[src/rtl/slid_pkg.sv]
// shared types and constants for the sorted list block
`timescale 1ns / 1ps

package slid_pkg;

  localparam int DATA_W       = 32;
  localparam int COUNT_OUT_W  = 5;
  localparam int CAPACITY_DEF = 16;

  typedef enum logic {
    OP_INSERT = 1'b0,
    OP_DELETE = 1'b1
  } op_t;

  typedef enum logic [1:0] {
    ST_DONE      = 2'd0,
    ST_NOT_FOUND = 2'd1,
    ST_FULL      = 2'd2
  } status_t;

  typedef struct packed {
    logic                     en;
    op_t                      op;
    logic signed [DATA_W-1:0] value;
  } cell_cmd_t;

endpackage

[src/rtl/slid_if.sv]
// request and response channel interfaces
`timescale 1ns / 1ps

interface slid_req_if import slid_pkg::*; ();
  logic                     valid;
  logic                     ready;
  op_t                      operation;
  logic signed [DATA_W-1:0] value;

  modport source (output valid, output operation, output value, input ready);
  modport sink (input valid, input operation, input value, output ready);
endinterface

interface slid_rsp_if import slid_pkg::*; ();
  logic                     valid;
  logic                     ready;
  status_t                  status;
  logic [COUNT_OUT_W-1:0]   entry_count;
  logic signed [DATA_W-1:0] smallest_value;
  logic                     smallest_valid;

  modport source (output valid, output status, output entry_count,
                  output smallest_value, output smallest_valid, input ready);
  modport sink (input valid, input status, input entry_count,
                input smallest_value, input smallest_valid, output ready);
endinterface

[src/rtl/slid_cell.sv]
// one cell of the sorted row: holds one entry and shifts with its neighbors
`timescale 1ns / 1ps

module slid_cell import slid_pkg::*; (
  input  logic                     clk,
  input  cell_cmd_t                cmd,
  input  logic                     occ,
  input  logic signed [DATA_W-1:0] left_entry,
  input  logic                     left_flag,
  input  logic signed [DATA_W-1:0] right_entry,
  output logic signed [DATA_W-1:0] entry,
  output logic signed [DATA_W-1:0] entry_next,
  output logic                     flag,
  output logic                     match
);

  // insert: at or past the insert point; delete: at or past the first match
  always_comb begin
    case (cmd.op)
      OP_INSERT: flag = !occ || (entry > cmd.value);
      OP_DELETE: flag = occ && (entry >= cmd.value);
      default:   flag = 1'b0;
    endcase
  end

  assign match = occ && (entry == cmd.value);

  always_comb begin
    entry_next = entry;
    case (cmd.op)
      OP_INSERT: begin
        if (left_flag) begin
          entry_next = left_entry;
        end else if (flag) begin
          entry_next = cmd.value;
        end
      end
      OP_DELETE: begin
        if (flag) begin
          entry_next = right_entry;
        end
      end
      default: entry_next = entry;
    endcase
  end

  always_ff @(posedge clk) begin
    if (cmd.en) begin
      entry <= entry_next;
    end
  end

endmodule

[src/rtl/sorted_list_insert_delete.sv]
// sorted list top level: row of cells, entry count and response register
// the response to an accepted item is registered and valid from the cycle after it is taken
// throughput: one item per cycle; every cell compares and shifts in the same cycle
// a new item is taken while the previous response is taken or absent
// reset clears the entry count and the response valid; cell contents are not reset
`timescale 1ns / 1ps

module sorted_list_insert_delete import slid_pkg::*; #(
  parameter int CAPACITY = CAPACITY_DEF
) (
  input  logic       clk,
  input  logic       rst,
  slid_req_if.sink   req,
  slid_rsp_if.source rsp
);

  localparam int CW = $clog2(CAPACITY + 1);
  localparam int EW = (CW > COUNT_OUT_W) ? CW : COUNT_OUT_W;

  logic [CW-1:0]            count;
  logic [CW-1:0]            count_next;
  logic signed [DATA_W-1:0] entries [CAPACITY];
  logic signed [DATA_W-1:0] entries_next [CAPACITY];
  logic [CAPACITY-1:0]      flags;
  logic [CAPACITY-1:0]      hits;
  logic [CAPACITY-1:0]      occ;
  cell_cmd_t                cmd;
  logic                     accept;
  logic                     full;
  logic                     found;
  status_t                  status_next;
  logic [EW-1:0]            count_ext;
  logic signed [DATA_W-1:0] head_next;

  assign req.ready = !rsp.valid || rsp.ready;
  assign accept    = req.valid && req.ready;
  assign full      = (count == CW'(CAPACITY));
  assign found     = |hits;

  always_comb begin
    cmd.op    = req.operation;
    cmd.value = req.value;
    cmd.en    = accept && (((req.operation == OP_INSERT) && !full) ||
                           ((req.operation == OP_DELETE) && found));
  end

  for (genvar i = 0; i < CAPACITY; i++) begin : g_cell
    logic signed [DATA_W-1:0] left_entry;
    logic                     left_flag;
    logic signed [DATA_W-1:0] right_entry;

    assign occ[i] = (CW'(i) < count);

    if (i == 0) begin : g_first
      assign left_entry = '0;
      assign left_flag  = 1'b0;
    end else begin : g_mid
      assign left_entry = entries[i-1];
      assign left_flag  = flags[i-1];
    end

    if (i == CAPACITY - 1) begin : g_last
      assign right_entry = entries[i];
    end else begin : g_inner
      assign right_entry = entries[i+1];
    end

    slid_cell u_cell (
      .clk         (clk),
      .cmd         (cmd),
      .occ         (occ[i]),
      .left_entry  (left_entry),
      .left_flag   (left_flag),
      .right_entry (right_entry),
      .entry       (entries[i]),
      .entry_next  (entries_next[i]),
      .flag        (flags[i]),
      .match       (hits[i])
    );
  end

  always_comb begin
    count_next  = count;
    status_next = ST_DONE;
    case (req.operation)
      OP_INSERT: begin
        if (full) begin
          status_next = ST_FULL;
        end else begin
          count_next = count + CW'(1);
        end
      end
      OP_DELETE: begin
        if (!found) begin
          status_next = ST_NOT_FOUND;
        end else begin
          count_next = count - CW'(1);
        end
      end
      default: status_next = ST_DONE;
    endcase
  end

  assign count_ext = EW'(count_next);
  assign head_next = cmd.en ? entries_next[0] : entries[0];

  always_ff @(posedge clk) begin
    if (rst) begin
      count     <= '0;
      rsp.valid <= 1'b0;
    end else begin
      if (accept) begin
        count     <= count_next;
        rsp.valid <= 1'b1;
      end else if (rsp.ready) begin
        rsp.valid <= 1'b0;
      end
    end
  end

  always_ff @(posedge clk) begin
    if (accept) begin
      rsp.status         <= status_next;
      rsp.entry_count    <= count_ext[COUNT_OUT_W-1:0];
      rsp.smallest_valid <= (count_next != '0);
      rsp.smallest_value <= (count_next != '0) ? head_next : '0;
    end
  end

  a_count_bound: assert property (@(posedge clk) disable iff (rst)
    count <= CW'(CAPACITY))
    else $error("entry count above capacity");

  a_insert_grows: assert property (@(posedge clk) disable iff (rst)
    accept && (req.operation == OP_INSERT) && !full |=> count == $past(count) + CW'(1))
    else $error("insert did not grow the count");

  a_miss_keeps: assert property (@(posedge clk) disable iff (rst)
    accept && (req.operation == OP_DELETE) && !found |=>
      (count == $past(count)) && (rsp.status == ST_NOT_FOUND))
    else $error("failed delete changed the count");

  a_head_flag: assert property (@(posedge clk) disable iff (rst)
    rsp.valid |-> (rsp.smallest_valid == (count != '0)))
    else $error("smallest valid disagrees with count");

endmodule

[src/flat_wrapper.sv]
// flat-port wrapper written by rule: the top's interface ports become plain ports
module sorted_list_insert_delete_flat import slid_pkg::*;
#(
  parameter int CAPACITY = CAPACITY_DEF
)
  (clk, rst, req_valid, req_operation, req_value, req_ready, rsp_valid, rsp_status, rsp_entry_count, rsp_smallest_value, rsp_smallest_valid, rsp_ready);
  slid_req_if req_i ();
  slid_rsp_if rsp_i ();
  input  logic clk;
  input  logic rst;
  input wire logic [$bits(req_i.valid)-1:0] req_valid;
  input wire logic [$bits(req_i.operation)-1:0] req_operation;
  input wire logic [$bits(req_i.value)-1:0] req_value;
  output wire logic [$bits(req_i.ready)-1:0] req_ready;
  output wire logic [$bits(rsp_i.valid)-1:0] rsp_valid;
  output wire logic [$bits(rsp_i.status)-1:0] rsp_status;
  output wire logic [$bits(rsp_i.entry_count)-1:0] rsp_entry_count;
  output wire logic [$bits(rsp_i.smallest_value)-1:0] rsp_smallest_value;
  output wire logic [$bits(rsp_i.smallest_valid)-1:0] rsp_smallest_valid;
  input wire logic [$bits(rsp_i.ready)-1:0] rsp_ready;
  assign req_i.valid = req_valid;
  assign req_i.operation = req_operation;
  assign req_i.value = req_value;
  assign req_ready = req_i.ready;
  assign rsp_valid = rsp_i.valid;
  assign rsp_status = rsp_i.status;
  assign rsp_entry_count = rsp_i.entry_count;
  assign rsp_smallest_value = rsp_i.smallest_value;
  assign rsp_smallest_valid = rsp_i.smallest_valid;
  assign rsp_i.ready = rsp_ready;
  sorted_list_insert_delete #(.CAPACITY(CAPACITY)) u_core (.clk(clk), .rst(rst), .req(req_i), .rsp(rsp_i));
endmodule
[config.mk]
export PLATFORM = sky130hd
export DESIGN_NAME = sorted_list_insert_delete_flat
export DESIGN_NICKNAME = d
export VERILOG_FILES = /design/src/rtl/slid_pkg.sv /design/src/rtl/slid_if.sv /design/src/rtl/slid_cell.sv /design/src/rtl/sorted_list_insert_delete.sv /design/src/flat_wrapper.sv
export SDC_FILE = /design/constraint.sdc
export NUM_CORES = 2
export LEC_CHECK = 0
export ABC_CLOCK_PERIOD_IN_PS = 7900
export BUFFER_PORTS_ARGS = -buffer_cell sky130_fd_sc_hd__buf_2
export CAP_MARGIN = 15
export CORE_ASPECT_RATIO = 1.4
export CORE_MARGIN = 2
export CORE_UTILIZATION = 33
export CTS_CLUSTER_DIAMETER = 200
export DETAILED_ROUTE_END_ITERATION = 12
export GPL_TIMING_DRIVEN = 0
export PLACE_DENSITY_LB_ADDON = 0.1
export RECOVER_POWER = 50
export SETUP_SLACK_MARGIN = 0.3
export SLEW_MARGIN = 20
export SYNTH_ARGS = -nofsm -noshare
export SYNTH_HDL_FRONTEND = slang
export SYNTH_SLANG_ARGS = --single-unit
[constraint.sdc]
create_clock -name clk -period 7.9 [get_ports clk]
set_input_delay 1.185 -clock clk [delete_from_list [all_inputs] [get_ports clk]]
set_output_delay 1.185 -clock clk [all_outputs]
set_load 0.05 [all_outputs]
Yosys cells after proc, flatten, opt, wreduce, memory -nomap -nowiden
Index checks and enable logic that the tools add are counted.
{"block": "op_classes", "add_sub_neg": 2, "mul": 0, "div_mod_pow": 0, "order_cmp": 48, "n_eq_ne": 46, "shift": 0, "n_mux": 87, "bitwise_logic": 1, "reduce_logical": 90}
{"operator": "2-to-1 mux 32 bit", "n": 48}
{"operator": "case mux 32 bit (2 select lines)", "n": 15}
{"operator": "equality test 32 bit", "n": 16}
{"operator": ">= comparator 32 bit", "n": 16}
{"operator": "greater-than comparator 32 bit", "n": 16}
{"operator": "AND reduction 3 bit", "n": 15}
{"operator": "< comparator 4 x 5 -> 1 bit, first input constant", "n": 8}
{"operator": "!= test 3 bit, second input constant", "n": 13}
{"operator": "logical AND 1 bit", "n": 36}
{"operator": "case mux 1 bit (2 select lines)", "n": 16}
{"operator": "!= test 2 x 1 -> 1 bit, second input constant", "n": 14}
{"operator": "< comparator 3 x 5 -> 1 bit, first input constant", "n": 4}
{"operator": "zero test 1 bit", "n": 18}
{"operator": "logical OR 1 bit", "n": 18}
{"operator": "OR reduction 16 bit", "n": 1}
{"operator": "< comparator 1 x 5 -> 1 bit, first input constant", "n": 2}
{"operator": "< comparator 2 x 5 -> 1 bit, first input constant", "n": 2}
{"operator": "2-to-1 mux 5 bit", "n": 2}
{"operator": "case mux 5 bit (2 select lines)", "n": 1}
{"operator": "!= test 3 x 2 -> 1 bit, second input constant", "n": 2}
{"operator": "adder 5 x 1 -> 5 bit, second input constant", "n": 1}
{"operator": "equality test 5 bit, second input constant", "n": 1}
{"operator": "nonzero test 5 bit", "n": 1}
{"operator": "subtractor 5 x 1 -> 5 bit, second input constant", "n": 1}
{"operator": "other kinds (5)", "n": 7}
{"block": "word_totals", "reg_bits": 558, "latch_bits": 0, "ram_bits": 0, "romBits": 0, "in_bits": 37, "wordCells": 296, "mem_count": 0}

Depth between registers and ports, before layout
{"block": "logic_depth", "ltp_word": 7, "mapped_depth": 16, "mapped_depth_nobuf": 12}

By module
Synthesis repeated with hierarchy kept, for this count alone.
{"block": "unflattened", "cells_unflattened": 5732, "area_unflattened_um2": 53366.2}
{"module": "slid_cell", "n_inst": 16, "cells_each": 344, "area_per_inst_um2": 3168.0, "seq_area_each_um2": 960.9}
{"module": "sorted_list_insert_delete", "n_inst": 1, "cells_each": 228, "area_per_inst_um2": 2677.6, "seq_area_each_um2": 1321.3}

Least setup slack after synthesis
OpenSTA, ideal clock, no wires.
{"block": "synth_timing", "path_type": "input port to flip-flop", "from": "input port req_value[17]", "to": "register u_core.g_cell[15].u_cell.entry[0] (enable)", "arrival_ns": 6.579, "required_time_ns": 7.420, "path_slack_ns": 0.841, "cell_stages": 14, "n_path_buf": 2, "cell_sequence": "clkbuf_1 -> inv_1 -> ha_1 -> a21oi_1 -> nor2b_1 -> o21ai_0 -> a21oi_1 -> o211a_1 -> a2111oi_0 -> a21oi_1 -> o31ai_1 -> o21ai_1 -> clkbuf_1 -> a311oi_1"}
{"block": "synth_via", "elab_chain_len": 7}
{"element": "start, declared", "line_no": "flat_wrapper.sv:13", "rtl": "input wire logic [$bits(req_i.value)-1:0] req_value;"}
{"element": "parallel branches: the longest is 6 deep, another holds >= comparator 32 bit"}
{"element": "AND reduction 3 bit (no source line) *"}
{"element": "end signal, assigned", "line_no": "slid_cell.sv:49", "rtl": "entry <= entry_next;"}
{"element": "end, declared", "line_no": "slid_cell.sv:11", "rtl": "output logic signed [DATA_W-1:0] entry,"}
Every way passes the cells marked *.
A chain may end at the register's enable or synchronous reset.

Worst setup path after layout
{"block": "layout_timing", "from": "input port req_value[18]", "to": "register u_core.g_cell[6].u_cell.entry[4] (enable)"}
{"block": "layout_via", "elab_chain_len": 7}
{"element": "parallel branches: the longest is 6 deep, another holds >= comparator 32 bit"}
{"element": "AND reduction 3 bit (no source line) *"}
{"element": "end signal, assigned", "line_no": "slid_cell.sv:49"}
{"element": "end, declared", "line_no": "slid_cell.sv:11"}
Marked as above.

==> results.md <==
* CTS root buf: clkbuf_16
* Number of global-route vias before repair at 34700
* Total grt overflow at 0
* Port buffer count at 46
* Longest Clk Path Bufs at 3
* Kind of critical path: in2reg
* Top Ports at 79
* Post-Layout Cell Count at 5935
* Unique masters post-synth at 80
* Post-Syn Area at about 0.040 mm²
* Cell count after synthesis at 4129
* Critical Path AT at 8040 ps
* Synth Net Count at 4682
* Final wirelength at around 180000 µm
* Adder-Cell Fraction of Synth Area at 0.161
* Status: complete, but fails checks
* Num CTS Buffers at 68
* Share of post-route cells with drive strength above 1 at 0.0545
* First-pass GRT wire length at 254000 µm
* CTS tree: done
* Worst Hold Class: reg2reg
* Asr flop ratio synth at 0
* CP Capture Type: flip-flop
* Register area share after synthesis at 0.407
* Unrepaired setup endpoints after global routing: false
* GRT Resource Usage Total at 0.287
* Slew @ Worst Pin at 2310 ps
* Leak at 17.8 nW
* Worst-path fanout max at 18
* Dominant cell type by area after synthesis: edfxtp_1
* Starting density of the core at 0.332
* Die X-Extent at 299 µm
* Ys Warns at 0
* Clk_skew at 22.5 ps
* Detail Route Antenna Nets at 0
* Core area at between 0.1 and 0.15 mm²
* Top cells by area, synth: edfxtp_1, ha_1, mux2i_1, o21ai_0, nand2_1
* DIE AREA at 0.125 mm²
* Area grow syn2layout at 12.4%
* Max Fclk at about 0.13 GHz
* CTS clk-pin slew, worst paths at 50 ps
* Failing checks: capacitance limit, slew limit
* DR WL/cell at 30.9 µm
* H-tree levels at 3
* First-pass DRT Iterations at 6
* Pwr dens at just over 200 mW/mm²
* Die Ht at 417 µm
* Remaining DRCs at 0
* Vias at 34900
* Max Cap Violations at 3
* VDD IR max at around 0.18 mV
* Drt initial violations at 3207
* Max Slew Vio Count at 46
* Final nets at 4831
* Final TNS setup at 0 ps
* Simple logic cell fraction of the synthesized area at 0.130
* Post-synthesis xor/xnor area fraction at 0.000654
* Clk_lat worst skew at 670 ps
* Worst slew margin at -0.541
* Largest family of logic cells by synthesized area: compound AO/OA/AOI/OAI gates
* Final hold vios at 0
* Hold WS at 524 ps
* Detailed Place HPWL at 147000 µm
* Post-synthesis mux area share at 0.0833
* Post-synth top area share at 0.388
* Startpoint Class: input pin
* Via density at approximately 5.9
* Filler cell count at 12300
* Cell Rows at 151
* Largest net degree at the start of global routing at 37
* Commonest register cell after synthesis: edfxtp_1
* Post-Layout Inst Area at 0.0452 mm²
* Compound-Gate Fraction of Synth Area at 0.179
* Clk sinks at 558
* Placed inst area at 0.0431 mm²
* Yosys reg bits at ~560
* Number of synthesized flops with an enable pin at 520
* Avg Cell Area, Syn at 9.73 µm²
* Post-layout min period at 7680 ps
* Final Cycle Share at 0.972
* Final setup fails at 0
* Initial antenna violation count at 3
* RD Place Congestion at 0.961
* Placed cells at 5814
* Critical Path RT at slightly above 8000 ps
* Post-CTS setup buffers at 0
[report_power, final]
| group | internal (mW) | total [mW] | switching, mW |
|---|---|---|---|
| combinational | 0.698 | 2.17 | 1.47 |
| clock | 1.90 | 3.29 | 1.39 |
| sequential | 3.53 | 3.74 | 0.213 |
[worst paths after layout]
kind / startpoint / end / slack, ps / cells past startpoint
worst min-delay path: u_core.rsp.valid / u_core.rsp.valid / 520 / 2
worst max register to register: u_core.g_cell[7].u_cell.entry[31] / u_core.g_cell[6].u_cell.entry[4] / 1780 / 12
worst max-delay path: req_value[18] / u_core.g_cell[6].u_cell.entry[4] / 220 / 14
worst min register to register: u_core.rsp.valid / u_core.rsp.valid / 520 / 2
[critical path, stage by stage]
cell	delay (ps)
clkbuf_1	500
clkinvlp_4	820
ha_1	590
nand4_1	170
nor4_2	920
nand2_1	740
o41ai_1	430
a2111oi_4	200
a31oi_4	350
nand2_4	220
a31o_2	430
a21oi_4	110
clkbuf_1	1040
buf_16	250
[synth_stat cells (7+ instances only)]
| cell | number |
|---|---|
| a2111oi_0 | 7 |
| a211oi_1 | 11 |
| a21o_1 | 170 |
| a21oi_1 | 282 |
| a222oi_1 | 32 |
| a2bb2oi_1 | 31 |
| a31oi_1 | 9 |
| buf_1 | 43 |
| buf_2 | 27 |
| clkbuf_1 | 213 |
| dfxtp_1 | 38 |
| edfxtp_1 | 520 |
| ha_1 | 516 |
| inv_1 | 103 |
| mux2_2 | 35 |
| mux2i_1 | 295 |
| nand2_1 | 389 |
| nand2b_1 | 16 |
| nand3_1 | 26 |
| nand4_1 | 133 |
| nor2_1 | 235 |
| nor2b_1 | 34 |
| nor3_1 | 237 |
| nor4_1 | 18 |
| o211ai_1 | 14 |
| o21a_1 | 28 |
| o21ai_0 | 521 |
| o22ai_1 | 36 |
[final cells by class]
type,instances,area (µm²),area share
multi-input combinational,3177,22400,0.496
tap,1606,2010,0.0445
sequential,558,16400,0.362
clock inverter,26,249,0.00551
antenna,2,5.00,0.000111
buffer,290,1130,0.0250
clock buffer,93,1970,0.0436
timing repair buffer,79,628,0.0139
inverter,104,398,0.00881
[logic make-up after synthesis]
| logic type | Yosys count |
|---|---|
| AO/OA/AOI/OAI | 1202 |
| XOR/XNOR | 3 |
| adder cells (fa/ha/maj) | 516 |
| buffers and inverters | 394 |
| flip-flops | 558 |
| multiplexers | 330 |
| AND/OR/NAND/NOR | 1126 |
[through the flow]
stage                     utilization  power [mW]  setup WS [ps]
after global placement          0.351        5.89          -3820
after floorplan                     -        5.10            841
after global routing            0.374        9.53            254
after CTS                       0.375        9.22            613
final                           0.374        9.20            220
after detailed placement        0.357        5.94          -70.7
[layer usage]
layer,share of wire,up-vias,global-route usage
li1,-,16000,-
met1,0.39,17200,0.336
met2,0.48,1365,0.490
met3,0.048,432,0.0273
met4,0.080,2,0.206
met5,0.000071,-,0
[registers in the layout (all words and copies together) (netlist names)]
| register | count |
|---|---|
| u_core.rsp.smallest_valid | 1 |
| u_core.rsp.valid | 1 |
| u_core.rsp.smallest_value | 32 |
| u_core.count | 5 |
| u_core.rsp.status | 2 |
| u_core.rsp.entry_count | 5 |
| u_core.g_cell.u_cell.entry | 512 |
[layout by cell type (no fill, tap or decap), types with 170 or more instances in the layout]
master,synthesis,final
a21o_1,170,170
nand2_1,389,390
a21oi_1,282,278
mux2i_1,295,295
clkbuf_1,213,297
o21ai_0,521,522
nor3_1,237,235
nor2_1,235,235
ha_1,516,516
edfxtp_1,520,520
[timing repair]
item	4_1_cts	5_1_grt
gates resized for setup	0	2
setup endpoints to repair	0	79
hold buffers	0	0
Power figures use the tool's default switching activity.
